**src/rtl/utf16_to_utf8_encoder_macros.svh**
```systemverilog
// Assertion helpers for the top-level encoder, which checks its own logic.
`ifndef UTF16_TO_UTF8_ENCODER_MACROS_SVH
`define UTF16_TO_UTF8_ENCODER_MACROS_SVH

// Same-cycle implication, disabled while reset is high.
`define U2U8_ASSERT_NOW(label, clk, rst, ante, cons) \
  label: assert property (@(posedge clk) disable iff (rst) (ante) |-> (cons)) \
    else $error("assertion failed: same-cycle implication");

// Next-cycle implication, disabled while reset is high.
`define U2U8_ASSERT_NEXT(label, clk, rst, ante, cons) \
  label: assert property (@(posedge clk) disable iff (rst) (ante) |=> (cons)) \
    else $error("assertion failed: next-cycle implication");

`endif

```
**src/rtl/u2u8_pkg.sv**
```systemverilog
package u2u8_pkg;

  // Upper six bits of a high and a low surrogate code unit.
  localparam logic [5:0] HIGH_PREFIX = 6'b110110;
  localparam logic [5:0] LOW_PREFIX  = 6'b110111;

  // What the main part of a job emits, after an optional flush of a held unit.
  typedef enum logic [2:0] {
    KIND_NONE,
    KIND_ONE,
    KIND_TWO,
    KIND_THREE,
    KIND_PAIR
  } kind_t;

  typedef struct packed {
    logic        flush;
    logic [9:0]  held;
    kind_t       kind;
    logic [15:0] unit;
  } job_t;

  function automatic logic [2:0] main_count(input kind_t kind);
    logic [2:0] n;
    unique case (kind)
      KIND_NONE:  n = 3'd0;
      KIND_ONE:   n = 3'd1;
      KIND_TWO:   n = 3'd2;
      KIND_THREE: n = 3'd3;
      KIND_PAIR:  n = 3'd4;
      default:    n = 3'd0;
    endcase
    return n;
  endfunction

endpackage

```
**src/rtl/utf16_to_utf8_encoder.sv**
```systemverilog
// A unit's job passes through the two-entry queue and the back end's job register before
// its first byte reaches the output register. The output carries one byte per cycle while
// byte_ready is high and jobs are waiting; an item emits 1 to 6 bytes, serialized by the back end.
// A high surrogate emits nothing until the next unit: with a low one it forms a pair, else it is flushed.
// Reset (rst, synchronous, active high) empties the queue and the output register
// and drops any held surrogate.
module utf16_to_utf8_encoder (
  input  logic        clk,
  input  logic        rst,
  input  logic [15:0] code_unit,
  input  logic        unit_valid,
  output logic        unit_ready,
  output logic [7:0]  out_byte,
  output logic        last,
  output logic        byte_valid,
  input  logic        byte_ready
);

`include "utf16_to_utf8_encoder_macros.svh"

  // The front end classifies each unit against the held high surrogate and
  // turns it into a job: an optional flush of the held unit plus the main
  // encoding. Jobs wait in a two-entry queue so that the front end keeps
  // taking units while the back end is still sending bytes.
  u2u8_pkg::job_t front_job;
  u2u8_pkg::job_t queue_job;
  logic           front_push;
  logic           queue_ready;
  logic           queue_valid;
  logic           back_pop;
  logic           held_valid;

  u2u8_front u_front (
    .clk         (clk),
    .rst         (rst),
    .code_unit   (code_unit),
    .unit_valid  (unit_valid),
    .unit_ready  (unit_ready),
    .queue_ready (queue_ready),
    .push        (front_push),
    .job         (front_job),
    .held_valid  (held_valid)
  );

  u2u8_fifo u_fifo (
    .clk        (clk),
    .rst        (rst),
    .push       (front_push),
    .push_job   (front_job),
    .push_ready (queue_ready),
    .pop        (back_pop),
    .pop_valid  (queue_valid),
    .pop_job    (queue_job)
  );

  // The back end walks each job one byte per cycle, while the consumer keeps up, into an
  // output register, which parts it from the consumer so a stall there does not stop the queue
  // from filling.
  u2u8_back u_back (
    .clk        (clk),
    .rst        (rst),
    .job_valid  (queue_valid),
    .job_in     (queue_job),
    .pop        (back_pop),
    .out_byte   (out_byte),
    .last       (last),
    .byte_valid (byte_valid),
    .byte_ready (byte_ready)
  );

  // A high surrogate transfer always leaves a unit held.
  `U2U8_ASSERT_NEXT(a_high_held, clk, rst,
    unit_valid && unit_ready && code_unit[15:10] == u2u8_pkg::HIGH_PREFIX, held_valid)
  // A low surrogate transfer always releases the held unit.
  `U2U8_ASSERT_NEXT(a_low_clears, clk, rst,
    unit_valid && unit_ready && code_unit[15:10] == u2u8_pkg::LOW_PREFIX, !held_valid)
  // Within one item the bytes follow each other without a gap.
  `U2U8_ASSERT_NEXT(a_no_gap, clk, rst, byte_valid && byte_ready && !last, byte_valid)

endmodule

```
**src/rtl/u2u8_front.sv**
```systemverilog
module u2u8_front (
  input  logic              clk,
  input  logic              rst,
  input  logic [15:0]       code_unit,
  input  logic              unit_valid,
  output logic              unit_ready,
  input  logic              queue_ready,
  output logic              push,
  output u2u8_pkg::job_t    job,
  output logic              held_valid
);

  logic [9:0] held_high;
  logic       accept;
  logic       is_high;
  logic       is_low;

  assign unit_ready = queue_ready;
  assign accept     = unit_valid && queue_ready;
  assign is_high    = code_unit[15:10] == u2u8_pkg::HIGH_PREFIX;
  assign is_low     = code_unit[15:10] == u2u8_pkg::LOW_PREFIX;

  always_comb begin
    job.flush = held_valid && !is_low;
    job.held  = held_high;
    job.unit  = code_unit;
    priority if (held_valid && is_low) begin
      job.kind = u2u8_pkg::KIND_PAIR;
    end else if (code_unit[15:7] == 9'd0) begin
      job.kind = u2u8_pkg::KIND_ONE;
    end else if (code_unit[15:11] == 5'd0) begin
      job.kind = u2u8_pkg::KIND_TWO;
    end else if (is_high) begin
      job.kind = u2u8_pkg::KIND_NONE;
    end else begin
      job.kind = u2u8_pkg::KIND_THREE;
    end
  end

  // A lone high surrogate with nothing held produces no bytes and no job.
  assign push = accept && (job.flush || job.kind != u2u8_pkg::KIND_NONE);

  always_ff @(posedge clk) begin
    if (rst) begin
      held_valid <= 1'b0;
    end else if (accept) begin
      held_valid <= is_high;
    end
  end

  always_ff @(posedge clk) begin
    if (accept) begin
      held_high <= code_unit[9:0];
    end
  end

endmodule

```
**src/rtl/u2u8_fifo.sv**
```systemverilog
module u2u8_fifo (
  input  logic              clk,
  input  logic              rst,
  input  logic              push,
  input  u2u8_pkg::job_t    push_job,
  output logic              push_ready,
  input  logic              pop,
  output logic              pop_valid,
  output u2u8_pkg::job_t    pop_job
);

  u2u8_pkg::job_t slot0;
  u2u8_pkg::job_t slot1;
  logic           wr_ptr;
  logic           rd_ptr;
  logic [1:0]     count;
  logic           do_push;
  logic           do_pop;

  assign push_ready = count != 2'd2;
  assign pop_valid  = count != 2'd0;
  assign pop_job    = rd_ptr ? slot1 : slot0;
  assign do_push    = push && push_ready;
  assign do_pop     = pop && pop_valid;

  always_ff @(posedge clk) begin
    if (rst) begin
      wr_ptr <= 1'b0;
      rd_ptr <= 1'b0;
      count  <= 2'd0;
    end else begin
      if (do_push) begin
        wr_ptr <= !wr_ptr;
      end
      if (do_pop) begin
        rd_ptr <= !rd_ptr;
      end
      if (do_push && !do_pop) begin
        count <= count + 2'd1;
      end else if (do_pop && !do_push) begin
        count <= count - 2'd1;
      end
    end
  end

  always_ff @(posedge clk) begin
    if (do_push && !wr_ptr) begin
      slot0 <= push_job;
    end
    if (do_push && wr_ptr) begin
      slot1 <= push_job;
    end
  end

endmodule

```
**src/rtl/u2u8_back.sv**
```systemverilog
module u2u8_back (
  input  logic              clk,
  input  logic              rst,
  input  logic              job_valid,
  input  u2u8_pkg::job_t    job_in,
  output logic              pop,
  output logic [7:0]        out_byte,
  output logic              last,
  output logic              byte_valid,
  input  logic              byte_ready
);

  // Byte k of the three-byte form of a 16-bit unit.
  function automatic logic [7:0] three_byte(input logic [15:0] u, input logic [1:0] k);
    logic [7:0] b;
    unique case (k)
      2'd0:    b = {4'hE, u[15:12]};
      2'd1:    b = {2'b10, u[11:6]};
      default: b = {2'b10, u[5:0]};
    endcase
    return b;
  endfunction

  u2u8_pkg::job_t cur;
  logic           cur_valid;
  logic [2:0]     idx;
  logic [2:0]     total;
  logic           load;
  logic           at_end;
  logic           in_flush;
  logic [2:0]     main_idx;
  logic [20:0]    cp;
  logic [7:0]     main_byte;
  logic [7:0]     byte_next;

  assign total    = (cur.flush ? 3'd3 : 3'd0) + u2u8_pkg::main_count(cur.kind);
  assign load     = cur_valid && (!byte_valid || byte_ready);
  assign at_end   = idx == total - 3'd1;
  assign pop      = !cur_valid || (load && at_end);
  assign in_flush = cur.flush && (idx < 3'd3);
  assign main_idx = cur.flush ? idx - 3'd3 : idx;
  assign cp       = {1'b0, cur.held, cur.unit[9:0]} + 21'h10000;

  always_comb begin
    unique case (cur.kind)
      u2u8_pkg::KIND_ONE: begin
        main_byte = cur.unit[7:0];
      end
      u2u8_pkg::KIND_TWO: begin
        main_byte = (main_idx == 3'd0) ? {3'b110, cur.unit[10:6]} : {2'b10, cur.unit[5:0]};
      end
      u2u8_pkg::KIND_THREE: begin
        main_byte = three_byte(cur.unit, main_idx[1:0]);
      end
      u2u8_pkg::KIND_PAIR: begin
        unique case (main_idx[1:0])
          2'd0:    main_byte = {5'b11110, cp[20:18]};
          2'd1:    main_byte = {2'b10, cp[17:12]};
          2'd2:    main_byte = {2'b10, cp[11:6]};
          default: main_byte = {2'b10, cp[5:0]};
        endcase
      end
      default: begin
        main_byte = 8'd0;
      end
    endcase
    byte_next = in_flush ? three_byte({u2u8_pkg::HIGH_PREFIX, cur.held}, idx[1:0])
                         : main_byte;
  end

  always_ff @(posedge clk) begin
    if (rst) begin
      cur_valid  <= 1'b0;
      byte_valid <= 1'b0;
      idx        <= 3'd0;
    end else begin
      if (pop) begin
        cur_valid <= job_valid;
        idx       <= 3'd0;
      end else if (load) begin
        idx <= idx + 3'd1;
      end
      if (load) begin
        byte_valid <= 1'b1;
      end else if (byte_ready) begin
        byte_valid <= 1'b0;
      end
    end
  end

  always_ff @(posedge clk) begin
    if (pop && job_valid) begin
      cur <= job_in;
    end
    if (load) begin
      out_byte <= byte_next;
      last     <= at_end;
    end
  end

endmodule
```
**config.mk**
```make
export PLATFORM = sky130hd
export DESIGN_NAME = utf16_to_utf8_encoder
export DESIGN_NICKNAME = d
export VERILOG_FILES = /design/src/rtl/u2u8_pkg.sv /design/src/rtl/utf16_to_utf8_encoder.sv /design/src/rtl/u2u8_front.sv /design/src/rtl/u2u8_fifo.sv /design/src/rtl/u2u8_back.sv
export VERILOG_INCLUDE_DIRS = /design/src /design/src/rtl
export SDC_FILE = /design/constraint.sdc
export NUM_CORES = 1
export LEC_CHECK = 0
export ABC_AREA = 1
export BUFFER_PORTS_ARGS = -buffer_cell sky130_fd_sc_hd__buf_2
export CORE_UTILIZATION = 43
export CTS_BUF_LIST = sky130_fd_sc_hd__clkbuf_8
export CTS_CLUSTER_SIZE = 20
export DETAILED_ROUTE_END_ITERATION = 8
export MAX_ROUTING_LAYER = met4
export PLACE_DENSITY = 0.7
export SETUP_SLACK_MARGIN = 0.1
export SYNTH_ARGS = -nofsm -noshare
export SYNTH_HDL_FRONTEND = slang
export SYNTH_SLANG_ARGS = --single-unit
```
**constraint.sdc**
```tcl
create_clock -name clk -period 3.2 [get_ports clk]
set_input_delay 0.16 -clock clk [delete_from_list [all_inputs] [get_ports clk]]
set_output_delay 0.16 -clock clk [all_outputs]
set_load 0.1 [all_outputs]
```
# Word-level counts from Yosys, hierarchy flattened
# Cells that the tools add are included.
[op_classes] addsub=7 mul=0 n_div=0 order_cmp=1 n_eq_ne=11 shift=0 n_mux=18 bitwise=0 reduce_logical=33
[ops] op="case mux 8 bit (4 select lines)" count=1
[ops] op="2-to-1 mux 30 bit" count=1
[ops] op="case mux 7 bit (2 select lines)" count=2
[ops] op="adder 20 x 17 -> 21 bit (second input constant)" count=1
[ops] op="case mux 7 bit (3 select lines)" count=1
[ops] op="logical AND 1 bit" count=13
[ops] op="== test 6 bit (second input constant)" count=2
[ops] op="2-to-1 mux 3 bit" count=4
[ops] op="case mux 3 bit (4 select lines)" count=1
[ops] op="zero test 9 bit" count=1
[ops] op="2-to-1 mux 2 bit" count=4
[ops] op="2-to-1 mux 8 bit" count=1
[ops] op="zero test 1 bit" count=7
[ops] op="2-to-1 mux 7 bit" count=1
[ops] op="== test 3 x 2 -> 1 bit (second input constant)" count=2
[ops] op="nonzero test 2 bit" count=3
[ops] op="zero test 5 bit" count=1
[ops] op="== test 2 x 1 -> 1 bit (second input constant)" count=2
[ops] op="zero test 2 bit" count=2
[ops] op="adder 3 x 1 -> 3 bit (second input constant)" count=1
[ops] op="adder 3 bit" count=1
[ops] op="== test 3 x 1 -> 1 bit (second input constant)" count=1
[ops] op="== test 3 bit" count=1
[ops] op="== test 3 bit (second input constant)" count=1
[ops] op="12 further kinds" count=15
[totals] register_bits=119 latchBits=0 mem_bits_rw=0 mem_bits_ro=0 in_bits=20 output_inout_bits=11 wordCells=92 memories=0

# Logic depth before layout (Yosys ltp)
# Gate-level depths: netlist of the first run.
[depth] word_depth=13 mapped_depth=19

# Hierarchy
# From an unflattened synthesis of the first run, not the netlist that was laid out.
[hier_totals] hier_cells=526 area_unflattened_um2=5452.7
[by_module_without_submodules] module="u2u8_back" instances=1 cells_each=273 area_each_um2=2457.4 seq_area_each_um2=1271.2
[by_module_without_submodules] module="u2u8_fifo" instances=1 cells_each=191 area_each_um2=2392.3 seq_area_each_um2=1881.8
[by_module_without_submodules] module="u2u8_front" instances=1 cells_each=62 area_each_um2=603.1 seq_area_each_um2=320.3

# Worst setup path before layout of the first run
# Ideal clock, no wire load.
[synth_path] path_type="reg-to-reg" startpoint="register u_fifo.count[0]" endpoint="register u_fifo.slot1[0] in the netlist's numbering, enable pin" t_arrival_ps=3038 t_required_ps=2781 slack_ps=-256 stages_incl_launch_ff=5 path_buffers=0 cell_sequence="dfxtp_1 -> inv_1 -> a21boi_0 -> o21ai_0 -> nor2_1"
[synth_between] elab_chain_len=5
[synth_rtl] element="start, declared" line_no="u2u8_fifo.sv:16" text="logic [1:0] count;"
[synth_rtl] element="start signal, assigned" line_no="u2u8_fifo.sv:39" text="count <= count + 2'd1;"
[synth_rtl] element="start signal, assigned" line_no="u2u8_fifo.sv:41" text="count <= count - 2'd1;"
[synth_rtl] element="inequality test 2 bit" line_no="u2u8_fifo.sv:20" text="assign push_ready = count != 2'd2;"
[synth_rtl] element="logical AND 1 bit" line_no="u2u8_front.sv:19" text="assign accept = unit_valid && queue_ready;"
[synth_rtl] element="named net u_front.accept" line_no="u2u8_front.sv:14" text="logic accept;"
[synth_rtl] element="logical AND 1 bit" line_no="u2u8_front.sv:41" text="assign push = accept && (job.flush || job.kind != u2u8_pkg::KIND_NONE);"
[synth_rtl] element="logical AND 1 bit" line_no="u2u8_fifo.sv:23" text="assign do_push = push && push_ready;"
[synth_rtl] element="logical AND 1 bit" line_no="u2u8_fifo.sv:50" text="if (do_push && wr_ptr) begin"
[synth_rtl] element="end signal, assigned" line_no="u2u8_fifo.sv:51" text="slot1 <= push_job;"
[synth_rtl] element="end, declared" line_no="u2u8_fifo.sv:13" text="u2u8_pkg::job_t slot1;"
# The timed path passes the listed nets, and every way through them passes these cells.
# A chain may end at the register's enable or synchronous reset.

# Worst setup path in the final report of the first run
[layout_path] startpoint="register u_back.cur[18] in the netlist's numbering" endpoint="register u_fifo.count[1]"
[layout_between] elab_chain_len=11 word_cells_on_any_way=16 cone_classes="add/sub: 2; eq/ne: 5; mux: 2; reduce/logical: 7"
[layout_rtl] element="start, declared" line_no="u2u8_back.sv:24" text="u2u8_pkg::job_t cur;"
[layout_rtl] element="start signal, assigned" line_no="u2u8_back.sv:93" text="cur <= job_in;"
[layout_rtl] element="== test 3 bit (tied with other cells)" line_no="u2u8_pkg.sv:25" text="unique case (kind)"
[layout_rtl] element="case mux 3 bit (4 select lines) *" line_no="u2u8_pkg.sv:25"
[layout_rtl] element="adder 3 bit *" line_no="u2u8_back.sv:36" text="assign total = (cur.flush ? 3'd3 : 3'd0) + u2u8_pkg::main_count(cur.kind);"
[layout_rtl] element="subtractor 3 x 1 -> 3 bit *" line_no="u2u8_back.sv:38" text="assign at_end = idx == total - 3'd1;"
[layout_rtl] element="== test 3 bit *" line_no="u2u8_back.sv:38"
[layout_rtl] element="logical AND 1 bit *" line_no="u2u8_back.sv:39" text="assign pop = !cur_valid || (load && at_end);"
[layout_rtl] element="logical OR 1 bit *" line_no="u2u8_back.sv:39"
[layout_rtl] element="logical AND 1 bit *" line_no="u2u8_fifo.sv:24" text="assign do_pop = pop && pop_valid;"
[layout_rtl] element="zero test 1 bit" line_no="u2u8_fifo.sv:38" text="if (do_push && !do_pop) begin"
[layout_rtl] element="logical AND 1 bit" line_no="u2u8_fifo.sv:38"
[layout_rtl] element="2-to-1 mux 2 bit or nonzero test 2 bit (tied branches)"
# Every way passes the cells marked *; elsewhere a longest branch is shown, timed or not.

==> metrics, run 1 <==
outcome=finished, violations left; failing checks=DRC; post-route ant nets=0; WS Path Type=register to register; crit path buf inv count=3; final layout net count=520; gr ovfl total=0; drt first pass iters=7; crit-path max FO=4; GP Congestion=0.870; WP data required=3510 ps; Die Area=0.0124 mm^2; Slew Limit Fails=0; Starting Density=0.446; Rel. slew slack=0.525; cell taking the most area after synthesis=edfxtp_1; final worst path period need=2820 ps; Slowest cell on crit path=edfxtp_1; Iteration-0 DRC Markers=219; Fin Hold WS=228 ps; CTS buffer count=17; CTS Buffer Depth=2; final hold violations=0; HPWL after DPL=between 6000 and 7000 um; first-pass GRT wire length=between 15000 and 20000 um; slowest stage delay, CP=440 ps; endpoints failing setup=0; routed len/inst=14.6 um; cts repair resizes=0; Die H=112 um; Worst-path clk slew=70 ps; DRC Markers=7; FMAX=355 MHz; Tcrit/Tclk final=0.881; IO Pins=31; Synth Warn #=0; RSZ-0062 raised after global routing=false; # hold bufs at CTS=18; I/O Buffers=30; Met3 Routed Length=476 um; Synth top area share=0.635; Unique masters post-synth=33; kind of cell adding the most delay to the critical path=adder cells; CTS tree=built; critical path, cell by cell=inv_1, nand3_1, nand2_1, inv_1, ha_1, inv_1, ha_1, xor2_1, a21oi_1, nand3_1, nand2_1, nand2_1, ha_1, a21oi_1, o21ai_0, o21ai_0, a21oi_1; Main synth FF type=edfxtp_1; crit path DAT=3130 ps; CTS Sinks=119; row cnt=39; most frequent cell after synthesis=edfxtp_1; R2R Path End=u_fifo.count[1]; synthesized area=0.00516 mm^2; Antenna diodes=0; Worst Hold End=u_back.idx[1]; path depth of the worst reg2reg path=17; Die X=112 um; Post-Synthesis Cells=approximately 430; FF+latch count, synth=119; Root Buffer=clkbuf_8; Pleak=2.37 nW; Min-Delay Path Class=input pin to register; largest net degree at the start of global routing=33; Power per Cell Area=949 mW/mm^2; vias per cell=5.11; initial antenna violation count=0; Fin Clk Skew=10.8 ps; max_cap viols=0; sequential-to-total area share from yosys stat=0.674; startpoint types=register; Filler Cells Inserted=between 1000 and 1500; TNS Setup=0 ps; WL final=9490 um; flop-to-flop setup slack=380 ps; Worst Setup End Kind=register; number of synthesized flops with an enable pin=109; P&R area growth vs syn=16.6%; GRT Util Overall=0.177; post-synthesis async set-or-reset flop share=0; syn avg cell area=12.1 um^2; Vias=3309; largest cells by area after synthesis=edfxtp_1 63%, nand2_1 6.2%, mux2_2 5.7%; Worst-Margin Slew=706 ps; Setup Fix Bufs, Post-CTS=0; layout cells sized above 1=0.206; Max Used Layer=met4; vias in the first global route=roughly 3300; M1 WL=4440 um; Hold Crit Start=byte_ready; Net Count, Synth=454; CTS H-tree lvls=4; met2 wire len=4420 um; VDD IR-drop max=about 350 uV; FF-to-FF Start=u_back.cur[18]; core area=0.0116 mm^2; clock insertion delay at the later pin of the skew report=420 ps; hold depth=6; Synth top cells by count=109 x edfxtp_1, 85 x nand2_1, 50 x inv_1
## layer usage
layer / global-route usage / up-vias
li1: - / 1619
met1: 0.230 / 1589
met2: 0.264 / 90
met3: 0.0457 / 11
met4: 0.0757 / 0
met5: - / -
## layout by cell type, fill, tap and decap left out, types with 3 or more instances in the layout
master and count:
clkinv_2 4, mux2_1 4, nand4_1 4, nor3_1 3
a21oi_1 17, dfxtp_1 10, edfxtp_1 109, dlygate4sd3_1 18
clkbuf_8 17, buf_4 5, buf_2 30, o221ai_1 3
o21ai_0 16, clkinv_1 3, inv_1 54, ha_1 8
inv_2 4, nand2_2 3, nor2_1 21, nand3_1 35
mux2_2 26, clkinvlp_4 3, nand2_1 85
## how the worst max path moves through the flow
stage,start,end,cells past startpoint
floorplan,u_fifo.count[0],u_fifo.slot1[0],4
global placement,u_back.cur[18],u_fifo.count[1],17
detailed placement,u_back.cur[18],u_fifo.count[1],17
CTS,u_back.cur[18],u_fifo.count[1],17
global route,u_back.cur[18],u_fifo.count[1],18
finish,u_back.cur[18],u_fifo.count[1],17
## per-stage QoR
stage	setup slack, ps	area [um^2]	power (mW)	utilization	instances
floorplan	-256	5160	4.06	-	426
global placement	543	5500	4.53	0.476	598
detailed placement	407	5500	4.58	0.476	598
CTS	391	6010	5.75	0.520	648
global route	132	6010	6.08	0.520	648
finish	381	6010	5.71	0.520	648
## cell families after synthesis
logic type | synth area share
buf+inv | 0.0483
compound gates | 0.0464
fa+ha+maj | 0.0194
xor+xnor | 0.00340
simple gates | 0.143
flops | 0.674
mux | 0.0655
## registers in the layout, summed over array words and instances (netlist names), 2 cells and up
| signal | flops |
|---|---|
| u_back.cur | 30 |
| u_fifo.slot1 | 30 |
| u_front.held_high | 10 |
| u_fifo.slot0 | 30 |
| u_back.idx | 3 |
| u_fifo.count | 2 |
| u_back.out_byte | 8 |
## where the power goes
group / internal [mW] / switching (mW)
logic: 0.602 / 1.46
clock network: 0.585 / 0.552
registers: 2.28 / 0.233
## worst register-to-register path: cells and delay by family, from the launching register on
family	cells	cell delay, ps
adder cells (fa/ha/maj)	3	720
XOR/XNOR	1	140
AND/OR/NAND/NOR	5	570
flip-flops	1	440
buffers and inverters	3	240
AO/OA/AOI/OAI	5	600
## area by class of cell
class / instances / area (um^2) / area share
multi-input cells: 246 / 1440 / 0.239
well taps: 143 / 179 / 0.0297
clock buffers: 17 / 234 / 0.0389
inverters: 54 / 203 / 0.0337
clock inverters: 15 / 98.8 / 0.0164
repair buffers: 54 / 388 / 0.0645
flip-flops and latches: 119 / 3470 / 0.577
(Power assumes the default switching activity.)
==> inputs of run 2 (changes only) <==
Settings changed: PLACE_DENSITY 0.7 to default, RECOVER_POWER from default to 50.
==> metrics, run 2 (same netlist as run 1, synthesis figures left out) <==
CTS buffer count=17; kind of cell adding the most delay to the critical path=simple AND/OR/NAND/NOR gates; WL final=9910 um; Root Buffer=clkbuf_8; Fin Clk Skew=7.46 ps; slowest stage delay, CP=420 ps; vias per cell=5.02; RSZ-0062 raised after global routing=false; most frequent cells in the layout=109 x edfxtp_1, 85 x nand2_1, 54 x inv_1; FMAX=360 MHz; final hold violations=0; crit path buf inv count=2; critical path, cell by cell=inv_1, nand3_1, nand2_1, inv_1, ha_1, or2_2, a21oi_2, nand3_1, nand2_1, nand2_1, ha_1, a21oi_1, o21ai_0, o21ai_0, a21oi_1; HPWL after DPL=about 6700 um; Starting Density=0.446; final layout net count=520; Hold Crit Start=byte_ready; Antenna diodes=0; WS Path Type=register to register; Top Registers=u_back.cur x30, u_fifo.slot0 x30, u_fifo.slot1 x30; clock insertion delay at the later pin of the skew report=around 440 ps; Worst path most repeated cell=nand2_1; startpoint types=register; first-pass GRT wire length=16400 um; FF-to-FF Start=u_back.cur[18]; Clock Power Share=0.242; core area=between 0.01 and 0.015 mm^2; Pleak=2.35 nW; max_cap viols=1; Min-Delay Path Class=input pin to register; placed cell count=598; DRC Markers=7; largest net degree at the start of global routing=33; Power per Cell Area=995 mW/mm^2; register share of total power=0.415; Worst Setup End Kind=register; crit path DAT=3090 ps; crit-path max FO=4; post-route ant nets=0; Rel. slew slack=-0.272; CTS Buffer Depth=2; most common cell after layout, fill and taps aside=edfxtp_1; Logic pwr share=0.342; VDD IR-drop max=between 400 and 500 uV; Worst-Margin Slew=1910 ps; first element of the critical path=u_back.cur[18]; Tcrit/Tclk final=0.867; Die H=112 um; layout cells sized above 1=0.158; GRT Util Overall=0.184; gr ovfl total=0; endpoints failing setup=0; P&R area growth vs syn=18.0%; Internal Power=between 3 and 4 mW; vias in the first global route=3239; GP Congestion=~0.86; Die X=112 um; CTS H-tree lvls=4; initial antenna violation count=0; post-route insts no fill=648; WP data required=3520 ps; Slew Limit Fails=33; row cnt=39; Setup Fix Bufs, Post-CTS=0; outcome=finished, violations left; Iteration-0 DRC Markers=211; Vias=3252; Slowest cell on crit path=edfxtp_1; failing checks=DRC, capacitance limit, slew limit; I/O Buffers=30; IO Pins=31; final design utilization=0.526; drt first pass iters=6; Filler Cells Inserted=998; sw power=2.29 mW; CTS tree=built; routed len/inst=roughly 15 um; Worst-path clk slew=approximately 60 ps; Die Area=0.0124 mm^2; CTS Sinks=119; switching part of the total=0.378; final worst path period need=2780 ps
-- run 2: layer usage --
metal,vias to the layer above,part of all wire,GRT usage
li1,1626,-,-
met1,1511,0.45,0.227
met2,99,0.47,0.278
met3,16,0.052,0.0435
met4,0,0.022,0.105
met5,-,0,-
-- run 2: worst register-to-register path, stage by stage (launching register included) --
cell      delay (ps)
edfxtp_1         420
inv_1            130
nand3_1          160
nand2_1          100
inv_1             40
ha_1             290
or2_2            320
a21oi_2          140
nand3_1          110
nand2_1          120
nand2_1           80
ha_1             320
a21oi_1          120
o21ai_0          110
o21ai_0          150
a21oi_1           50
-- run 2: final timing paths --
check / endpoint / slack [ps] / cells past startpoint
min reg2reg: u_fifo.slot0[24] / 450 / 0
max: u_fifo.count[1] / 420 / 15
min: u_back.idx[0] / 250 / 6
max reg2reg: u_fifo.count[1] / 420 / 15
-- run 2: layout make-up --
cell class | count | area [um^2] | share of cell area
tap | 143 | 179 | 0.0294
inverter | 54 | 203 | 0.0333
multi-input combinational | 246 | 1440 | 0.237
timing repair buffer | 54 | 352 | 0.0578
clock inverter | 12 | 161 | 0.0265
sequential | 119 | 3470 | 0.571
clock buffer | 20 | 275 | 0.0452
-- run 2: power groups by stage --
stage / logic (mW) / registers [mW] / clock network, mW
after floorplan: 1.19 / 2.87 / 0
after global placement: 2.02 / 2.53 / 0
after detailed placement: 2.05 / 2.55 / 0
after CTS: 2.08 / 2.52 / 1.50
after global routing: 2.30 / 2.56 / 1.56
final: 2.07 / 2.51 / 1.47
-- run 2: per-stage QoR --
| stage | hold WS (ps) | power, mW | setup TNS, ps | setup WS, ps | instance area [um^2] |
|---|---|---|---|---|---|
| 6_report | 250 | 6.05 | 0 | 425 | 6090 |
| 5_1_grt | 325 | 6.42 | 0 | 145 | 6090 |
| 4_1_cts | 213 | 6.10 | 0 | 398 | 6120 |
| 3_5_place_dp | 362 | 4.60 | 0 | 422 | 5500 |
| 3_3_place_gp | 353 | 4.55 | 0 | 526 | 5500 |
| 2_1_floorplan | 229 | 4.06 | -14550 | -256 | 5160 |
-- run 2: repair_timing --
action	4_1_cts	5_1_grt
hold buffers	18	0
endpoints found under the hold margin	44	0
gates resized for setup	0	1
endpoints found under the setup margin	0	1
